===== config.mk =====
export PLATFORM = sky130hd
export DESIGN_NAME = dsr_ctrl
export DESIGN_NICKNAME = d
export VERILOG_FILES = /design/src/design/dsr_pkg.sv /design/src/design/dsr_ctrl.sv
export SDC_FILE = /design/constraint.sdc
export NUM_CORES = 1
export LEC_CHECK = 0
export ABC_AREA = 0
export BUFFER_PORTS_ARGS = -buffer_cell sky130_fd_sc_hd__buf_2
export CORE_AREA = 2 2 39 41
export DETAILED_ROUTE_END_ITERATION = 12
export DIE_AREA = 0 0 41 43
export PLACE_DENSITY_LB_ADDON = 0.12
export SETUP_SLACK_MARGIN = 0.1
export SYNTH_ARGS = -nofsm -noshare
export SYNTH_HDL_FRONTEND = slang
export SYNTH_SLANG_ARGS = --single-unit

===== constraint.sdc =====
create_clock -name clk_i -period 1.2 [get_ports clk_i]
set_clock_uncertainty 0.05 [all_clocks]
set_input_delay 0.12 -clock clk_i [delete_from_list [all_inputs] [get_ports clk_i]]
set_output_delay 0.12 -clock clk_i [all_outputs]
set_load 0.03 [all_outputs]

===== src/design/dsr_pkg.sv =====
// Shared definitions for the deque stack with rotate: request and status codes,
// plus the command and status bundles between the controller and the datapath.
// No dependencies.
`default_nettype none

package dsr_pkg;

  localparam int unsigned ReqW    = 3;
  localparam int unsigned ValueW  = 32;
  localparam int unsigned StatusW = 2;

  // Request codes carried in the input tuser.
  localparam logic [ReqW-1:0] REQ_PUSH = 3'd0;
  localparam logic [ReqW-1:0] REQ_POP  = 3'd1;
  localparam logic [ReqW-1:0] REQ_SWAP = 3'd2;
  localparam logic [ReqW-1:0] REQ_ROT  = 3'd3;
  localparam logic [ReqW-1:0] REQ_RROT = 3'd4;

  // Result status codes.
  localparam logic [StatusW-1:0] ST_OK    = 2'd0;
  localparam logic [StatusW-1:0] ST_EMPTY = 2'd1;
  localparam logic [StatusW-1:0] ST_FULL  = 2'd2;

  // Controller to datapath: one strobe per micro step.
  typedef struct packed {
    logic accept;  // input transfer: latch request, first read, push write
    logic sw_rd2;  // swap: keep top value, read second entry
    logic sw_wr1;  // swap: write second value into the top slot
    logic sw_wr2;  // swap: write old top value into the second slot
    logic rot_wb;  // rotate or reverse rotate: write back and move top
    logic out_ld;  // load the output register
  } dsr_cmd_t;

  // Datapath to controller.
  typedef struct packed {
    logic push_ok;  // incoming request is a push with room
    logic pop_ok;   // incoming request is a pop with an entry
    logic swap_ok;  // incoming request is a swap with two or more entries
    logic rot_ok;   // incoming request is a rotate of either kind with two or more
    logic out_free; // output register can take a result this cycle
  } dsr_sts_t;

endpackage

`default_nettype wire


===== src/design/dsr_ctrl.sv =====
// Sequencer for the deque stack with rotate: steps each request through its
// memory accesses and hands the result to the output register. Uses dsr_pkg.
`default_nettype none

module dsr_ctrl
  import dsr_pkg::*;
(
  input  wire logic     clk_i,
  input  wire logic     rst_ni,
  input  wire logic     in_valid_i,
  output logic          in_ready_o,
  input  wire dsr_sts_t sts_i,
  output dsr_cmd_t      cmd_o
);

  localparam logic [2:0] S_IDLE = 3'd0;
  localparam logic [2:0] S_SW1  = 3'd1;
  localparam logic [2:0] S_SW2  = 3'd2;
  localparam logic [2:0] S_SW3  = 3'd3;
  localparam logic [2:0] S_RWB  = 3'd4;
  localparam logic [2:0] S_FIN  = 3'd5;

  logic [2:0] state_q, state_d;
  logic       accept;

  assign in_ready_o = (state_q == S_IDLE);
  assign accept     = in_valid_i && in_ready_o;

  always_comb begin
    state_d = state_q;
    cmd_o   = '0;
    unique case (state_q)
      S_IDLE: begin
        if (accept) begin
          cmd_o.accept = 1'b1;
          if (sts_i.swap_ok) begin
            state_d = S_SW1;
          end else if (sts_i.rot_ok) begin
            state_d = S_RWB;
          end else begin
            state_d = S_FIN;
          end
        end
      end
      S_SW1: begin
        cmd_o.sw_rd2 = 1'b1;
        state_d      = S_SW2;
      end
      S_SW2: begin
        cmd_o.sw_wr1 = 1'b1;
        state_d      = S_SW3;
      end
      S_SW3: begin
        cmd_o.sw_wr2 = 1'b1;
        state_d      = S_FIN;
      end
      S_RWB: begin
        cmd_o.rot_wb = 1'b1;
        state_d      = S_FIN;
      end
      S_FIN: begin
        if (sts_i.out_free) begin
          cmd_o.out_ld = 1'b1;
          state_d      = S_IDLE;
        end
      end
      default: begin
        state_d = S_IDLE;
      end
    endcase
  end

  always_ff @(posedge clk_i or negedge rst_ni) begin
    if (!rst_ni) begin
      state_q <= S_IDLE;
    end else begin
      state_q <= state_d;
    end
  end

endmodule

`default_nettype wire


After elaboration in Yosys (flattened, before gate mapping)
Cells that the tools add are included.
{"block": "totals", "input_bits": 8, "output_inout_bits": 7, "word_cells": 25, "reg_bits": 3}
{"block": "op_classes", "muxes": 13, "n_reduce_logical": 4, "n_eq_ne": 7}
{"op": "3-bit one-hot mux with 5 select lines", "n": 1}
{"op": "1-bit 2-to-1 mux", "n": 9}
{"op": "3-bit 2-to-1 mux", "n": 3}
{"op": "3-bit by 2-bit equality test with 1-bit output (second input constant)", "n": 2}
{"op": "3-bit equality test (second input constant)", "n": 2}
{"op": "3-bit by 1-bit equality test with 1-bit output (second input constant)", "n": 1}
{"op": "3-bit zero test", "n": 1}
{"op": "2-bit by 1-bit != test with 1-bit output (second input constant)", "n": 1}
{"op": "2-bit != test (second input constant)", "n": 1}
{"op": "2-bit AND reduction", "n": 1}
{"op": "2-bit OR reduction", "n": 1}
{"op": "1-bit logical AND", "n": 1}

Logic depth before layout (Yosys ltp)
Gate-level depths: netlist (run 1).
{"block": "depth", "depth_word": 4, "mapped_depth": 4, "ltp_nobuf": 3}

Worst setup path after synthesis (run 1)
OpenSTA, ideal clock, no wires.
{"block": "synth_timing", "path_type": "register to output", "startpoint": "register state_q[0]", "endpoint": "output cmd_o[5] (netlist bit)", "t_arrival_ps": 1301, "n_path_buf": 1, "stages_incl_launch_ff": 4, "required_time_ps": 1030, "slack_ps": -271, "path_cell_list": "dfrtp_1 -> buf_6 -> nand2b_1 -> nor3_1"}
{"element": "start: declaration", "line_no": "dsr_ctrl.sv:23", "rtl": "logic [2:0] state_q, state_d;"}
{"element": "start signal: assignment", "line_no": "dsr_ctrl.sv:77", "rtl": "state_q <= state_d;"}
{"element": "end: declaration", "line_no": "dsr_ctrl.sv:13", "rtl": "output dsr_cmd_t cmd_o"}

==> results of run 1 <==
==> synthesized netlist by cell type, drive strengths merged <==
master and instances:
nor3b 2, nor2 3, xnor2 1, dfrtp 3
nand2 2, a21o 1, buf 3, inv 1
and3b 1, or3 1, a21oi 2, o31a 1
nor3 3, nand2b 2
==> metrics by stage <==
stage	instances	hold slack (ps)	util [%]	power, mW	setup WS [ps]
after floorplan	26	-226	-	0.806	-46.6
after global placement	57	-133	25.1	0.986	16.7
after detailed placement	57	-132	25.1	0.991	16.1
after CTS	65	149	34.7	1.47	-131
after global routing	68	175	36.9	1.66	-169
final	68	156	36.9	1.56	-128
==> layer usage <==
metal / routed length [microns] / vias to the layer above / track usage [%] / part of all wire [%]
li1: - / 138 / - / -
met1: 285 / 123 / 12.3 / 37
met2: 403 / 12 / 15.3 / 52
met3: 36 / 4 / 4.19 / 4.7
met4: 44 / 0 / 12.0 / 5.7
met5: 0 / - / 0 / 0
==> cell families after synthesis <==
logic type / synth area share (%)
simple gates: 34.9
compound gates: 12.6
buf+inv: 14.3
flops: 34.3
xor+xnor: 4.00
==> final cells by class <==
type                    instances  area, sq um
flip-flops and latches          3         77.6
inverters                       1         3.75
clock buffers                   4         26.3
repair buffers                 25          219
well taps                      16         20.0
multi-input cells              19          164
fillers                       167          873
==> worst register-to-register path, stage by stage, from the launching register on <==
cell	delay (ps)
dfrtp_1	410
buf_6	140
and3b_2	200
or3_1	340
==> worst paths after layout <==
kind / start / to / slack (ps)
max in group asynchronous: rst_ni / state_q[0] / 820
hold reg to reg: state_q[2] / state_q[1] / 680
min in group clk_i: sts_i[1] / state_q[0] / 230
hold / removal: rst_ni / state_q[2] / 160
setup / recovery: state_q[2] / cmd_o[3] / -130
setup reg to reg: state_q[1] / state_q[2] / -70
==> repair_timing <==
action | 4_1_cts | 5_1_grt
pin swaps | 6 | 4
hold buffers | 1 | 0
buffers inserted | 3 | 3
gates resized for setup | 21 | 2
setup endpoints to repair | 9 | 10
hold endpoints to repair | 3 | 0
==> report_power, final <==
group | internal (mW) | total, mW | switching, mW | leakage, nW
Sequential | 0.160 | 0.242 | 0.0824 | 0.0343
Combinational | 0.628 | 1.13 | 0.502 | 0.201
Clock | 0.125 | 0.182 | 0.0570 | 0.0150
==> run metrics, run 1 <==
status finished, violations left; failing checks setup timing; final worst slack -128 ps; Routed WL roughly 770 microns; largest net degree at the start of global routing 7; Crit path buffers/inverters 2; Diodes inserted 0; Avg WL per Cell 11.3 microns; Worst path slowest cell dfrtp_2; share of layout cells above drive strength 1 about three quarters; first-pass GRT wire length 1270 microns; synthesized area per cell 8.42 sq um; Worst setup SP type register; critical path depth in cells 3; max reg flops 3; Post-Syn Area 219 sq um; final period utilization 111%; commonest cells after routing, fill and taps aside buf_6 (11), buf_4 (8), buf_2 (5); fmax 753 MHz; pwr/cell area 3050 mW/mm^2; post-synth top area share 34.3%; via count about 280; synth-to-layout area growth 133%; cells after synthesis 26; 1st-iter DRT viols 2; Final GP Congestion 0.709; Slew @ Worst Pin between 150 and 200 ps; critical path, cell by cell buf_6 > nor3b_2 > buf_4; peak supply drop 1460 uV; Static Leak 0.250 nW; deepest clock path buffer count 2; FF-to-FF path depth 3; #FFs+latches synth 3; Cell variety after synth 15; GRT Overall Usage between 10% and 20%; max-cap violations 0; Core Rows 14; cell taking the most area after synthesis dfrtp_1; Seq/Total Area, Yosys between 30 and 40%; Max Transition Viols Final 0; post-route ant nets 0; Mapped Nets 34; Post-Layout Inst Area 510 sq um; die width 41 microns; final number of setup-violating endpoints 8; RSZ-0062 raised after global routing yes; CTS tree built; # DRC 0; endpoints failing hold 0; worst-skew pair later-pin latency 240 ps; DP HPWL 478 microns; Warnings, synthesis 0; crit-path max cell delay 440 ps; biggest regs state_q x3; crit path DAT 1160 ps; CP Capture Type primary output; largest cells by area after synthesis dfrtp_1 (34%), buf_6 (10%), nor3_1 (6.9%); Vias/cell 4.07; Final #Nets 61; largest register by flop count state_q; core area between 0.001 and 0.0015 sq mm; slew margin rel. between 80% and 90%; total CTS buffers 3; most common cell after layout, fill and taps aside buf_6; initial antenna violation count 0; io pins 15; clk slew on worst S/H paths roughly 40 ps; Crit Path Max Fanout 4; fin crit period 1330 ps; Worst EP required between 1000 and 1500 ps; Pre-antenna DRT Iters 2; Area after DPL 348 sq um; Initial Util between 10% and 20%; CP delay by family, top flip-flops; die footprint between 0.0015 and 0.002 sq mm; min-delay worst type input pin to async pin; Clock Sinks 3; CTS root buffer clkbuf_4; grt ovf 0; H-tree level count 1; vias in the first global route 315; Post-Route Setup TNS -880 ps; crit path kind register to primary output; port bufs 12; die height between 40 and 50 microns
Power figures use the tool's default switching activity.
==> inputs of run 2 (changes only) <==
==> constraint.sdc (replaced) <==
create_clock -name clk_i -period 1.71 [get_ports clk_i]
set_clock_uncertainty 0.05 [all_clocks]
set_input_delay 0.171 -clock clk_i [delete_from_list [all_inputs] [get_ports clk_i]]
set_output_delay 0.171 -clock clk_i [all_outputs]
set_load 0.03 [all_outputs]
==> run metrics, run 2 (same netlist as run 1, synthesis figures left out) <==
status finished, final reports clean; worst-skew pair later-pin latency 230 ps; Crit Path Max Fanout 10; Crit path buffers/inverters 1; max layer used met3; final worst slack 221 ps; largest net degree at the start of global routing 11; final number of setup-violating endpoints 0; core area 0.00138 sq mm; die width 41 microns; biggest regs state_q x3; critical path, cell by cell nand2b_1 > nor3_1 > buf_2; deepest clock path buffer count 2; max reg flops 3; DP HPWL 391 microns; Diodes inserted 0; Register-to-Register Setup Slack 450 ps; Initial Util between 10% and 20%; pwr/cell area 2140 mW/mm^2; total CTS buffers 3; 1st-iter DRT viols 1; Area after DPL 272 sq um; Worst R2R Start state_q[0]; CTS root buffer clkbuf_4; clk slew on worst S/H paths roughly 40 ps; peak supply drop ~400 uV; most common cell after layout, fill and taps aside buf_2; Fill cells about 170; crit path kind register to primary output; FF-to-FF path depth 3; min-delay worst type input pin to async pin; share of layout cells above drive strength 1 40.0%; dpl ws 430 ps; synth-to-layout area growth 40.6%; Worst path slowest cell dfrtp_1; Final GP Congestion around 0.65; Core Rows 14; GRT Overall Usage 7.75%; Post-CTS Setup Repair Bufs 0; Routed WL between 500 and 600 microns; Post-Layout Inst Area between 300 and 400 sq um; fmax approximately 670 MHz; hold_buf cts 1; Avg WL per Cell 9.14 microns; port bufs 12; die footprint 0.00176 sq mm; Post-Route Setup TNS 0 ps; Worst setup SP type register; CP Capture Type primary output; Final #Nets 49; grt ovf 0; Pre-antenna DRT Iters 2; vias in the first global route 217; RSZ-0062 raised after global routing no; met2 WL post-DR 282 microns; total power 0.658 mW; Max Transition Viols Final 0; endpoints failing hold 0; initial antenna violation count 0; via count approximately 220; io pins 15; die height 43 microns; fin crit period 1490 ps; Slew @ Worst Pin 305 ps; Clock Sinks 3; CP delay by family, top flip-flops; RR Endpoint state_q[2]; H-tree level count 1; wl on met1 206 microns; crit path from state_q[0]; commonest cells after routing, fill and taps aside buf_2 (12), nor3_1 (3), nor2_1 (3), clkbuf_4 (3), dfrtp_1 (3); Vias/cell 3.98; slew margin rel. 79.7%; crit-path max cell delay 470 ps; post-route ant nets 0; CTS tree built; post-CTS sizing 0; Worst EP required roughly 1500 ps; final period utilization 87.1%; first-pass GRT wire length 855 microns; max-cap violations 0; WL met3 23 microns; Static Leak between 0.15 and 0.2 nW; crit path DAT 1270 ps; # DRC 0; largest register by flop count state_q
-- run 2: worst register-to-register path, cell delays in order (launching register included) --
cell,delay [ps]
dfrtp_1,500
nand2b_1,190
nor3_1,50
or3_1,350
-- run 2: how the worst max path moves through the flow --
stage	to	slack, ps	cells after the start
6_report	cmd_o[5]	220	3
5_1_grt	cmd_o[5]	120	3
4_1_cts	cmd_o[5]	200	3
3_5_place_dp	state_q[2]	430	3
3_3_place_gp	state_q[2]	430	3
2_1_floorplan	cmd_o[5]	190	3
-- run 2: power breakdown --
group,leakage [nW],switching (mW),internal [mW]
combinational,0.112,0.204,0.139
clock,0.0150,0.0357,0.0874
sequential,0.0365,0.0853,0.107
-- run 2: metal layers --
layer	global-route usage (%)	vias up
li1	-	115
met1	6.47	101
met2	12.2	7
met3	3.14	0
met4	8.00	0
met5	0	-
-- run 2: cell type report --
type / instances / area (sq um) / area share [%]
clock buffer: 4 / 26.3 / 8.54
sequential: 3 / 75.1 / 24.4
inverter: 1 / 3.75 / 1.22
tap: 16 / 20.0 / 6.50
multi-input combinational: 19 / 113 / 36.6
timing repair buffer: 13 / 70.1 / 22.8
-- run 2: stage by stage --
step                hold slack [ps]  util (%)  std cells
floorplan                      -175         -         26
global placement              -83.6      19.6         51
detailed placement            -80.3      19.6         51
CTS                             218      22.2         56
global route                    230      22.2         56
finish                          213      22.2         56
==> inputs of run 3 (changes only) <==
--- a/config.mk
+++ b/config.mk
@@ -8,6 +8,7 @@
 export ABC_AREA = 0
 export BUFFER_PORTS_ARGS = -buffer_cell sky130_fd_sc_hd__buf_2
 export CORE_AREA = 2 2 39 41
+export CTS_BUF_LIST = sky130_fd_sc_hd__clkbuf_4
 export DETAILED_ROUTE_END_ITERATION = 12
 export DIE_AREA = 0 0 41 43
 export PLACE_DENSITY_LB_ADDON = 0.12
==> run metrics, run 3 (same netlist as run 1, synthesis figures left out) <==
Final GP Congestion 0.645; Max Transition Viols Final 0; Slew @ Worst Pin 305 ps; CP delay by family, top flip-flops; Routed WL 512 microns; Worst setup SP type register; grt ovf 0; largest net degree at the start of global routing 11; die height 43 microns; Crit Path Max Fanout 10; Final #Nets between 40 and 50; critical path, cell by cell nand2b_1 > nor3_1 > buf_2; share of layout cells above drive strength 1 42.5%; clk slew on worst S/H paths ~40 ps; max-cap violations 0; post-route ant nets 0; Vias/cell 3.98; crit path DAT 1270 ps; GRT Overall Usage 7.75%; Fill cells about 160; die width 41 microns; crit-path max cell delay 470 ps; H-tree level count 1; deepest clock path buffer count 2; final number of setup-violating endpoints 0; final period utilization between 80% and 90%; Layout Utilization 22.5%; Core Rows 14; Static Leak 0.167 nW; # DRC 0; commonest cells after routing, fill and taps aside buf_2 (12), clkbuf_4 (4), nor3_1 (3), nor2_1 (3), dfrtp_1 (3); Avg WL per Cell between 9 and 10 microns; status finished, final reports clean; min-delay worst type input pin to async pin; 1st-iter DRT viols 1; Crit path buffers/inverters 1; fin crit period approximately 1500 ps; most common cell after layout, fill and taps aside buf_2; post-CTS sizing 0; Post-Route Setup TNS 0 ps; port bufs 12; dpl ws 430 ps; synth-to-layout area growth 42.3%; Pre-antenna DRT Iters 2; Worst path slowest cell dfrtp_1; first-pass GRT wire length 855 microns; total power 0.674 mW; Register-to-Register Setup Slack between 400 and 500 ps; max reg flops 3; io pins 15; CP Capture Type primary output; peak supply drop roughly 400 uV; crit path kind register to primary output; biggest regs state_q x3; core area 0.00138 sq mm; Initial Util 15.8%; slew margin rel. 79.7%; total CTS buffers 3; fmax around 670 MHz; endpoints failing hold 0; DP HPWL 391 microns; final worst slack 220 ps; initial antenna violation count 0; pwr/cell area 2160 mW/mm^2; Diodes inserted 0; worst-skew pair later-pin latency ~230 ps; CTS root buffer clkbuf_4; via count 223; RSZ-0062 raised after global routing no; vias in the first global route 217; die footprint about 0.0018 sq mm; CTS tree built; Worst EP required about 1500 ps; largest register by flop count state_q; Clock Sinks 3
==> run 3: where the power goes <==
part	internal, mW	switching, mW	total (mW)
logic	0.139	0.204	0.343
registers	0.107	0.0853	0.192
clock network	0.103	0.0359	0.139
total	0.349	0.325	0.674
==> run 3: metrics by stage <==
| stage | instance area [sq um] | cells | hold WS [ps] |
|---|---|---|---|
| global placement | 272 | 51 | -83.6 |
| global route | 312 | 56 | 230 |
| floorplan | 219 | 26 | -175 |
| CTS | 312 | 56 | 218 |
| finish | 312 | 56 | 213 |
| detailed placement | 272 | 51 | -80.3 |
==> run 3: final cells by class <==
| type | instances | area (sq um) | share of cell area, % |
|---|---|---|---|
| clock buffer | 4 | 30.0 | 9.64 |
| tap | 16 | 20.0 | 6.43 |
| inverter | 1 | 3.75 | 1.20 |
| sequential | 3 | 75.1 | 24.1 |
| multi-input combinational | 19 | 113 | 36.1 |
| timing repair buffer | 13 | 70.1 | 22.5 |
==> run 3: final timing paths <==
kind                             from  cells after the start    endpoint
min reg2reg                state_q[2]                      1  state_q[1]
min                            rst_ni                      2  state_q[1]
max                        state_q[0]                      3    cmd_o[5]
min in group clk_i           sts_i[0]                      3  state_q[2]
max reg2reg                state_q[0]                      3  state_q[2]
max in group asynchronous      rst_ni                      2  state_q[0]
==> run 3: timing repair <==
action | in CTS | in global routing
hold buffers | 1 | 0
setup buffers | 0 | 0
endpoints found under the hold margin | 3 | 0
==> run 3: routing by layer <==
metal  global-route usage [%]  vias to the layer above  share of wire (%)
met2                     12.2                        7                 55
met5                        0                        -                  0
li1                         -                      115                  -
met1                     6.47                      101                 40
met3                     3.14                        0                4.5
met4                     8.00                        0                  0
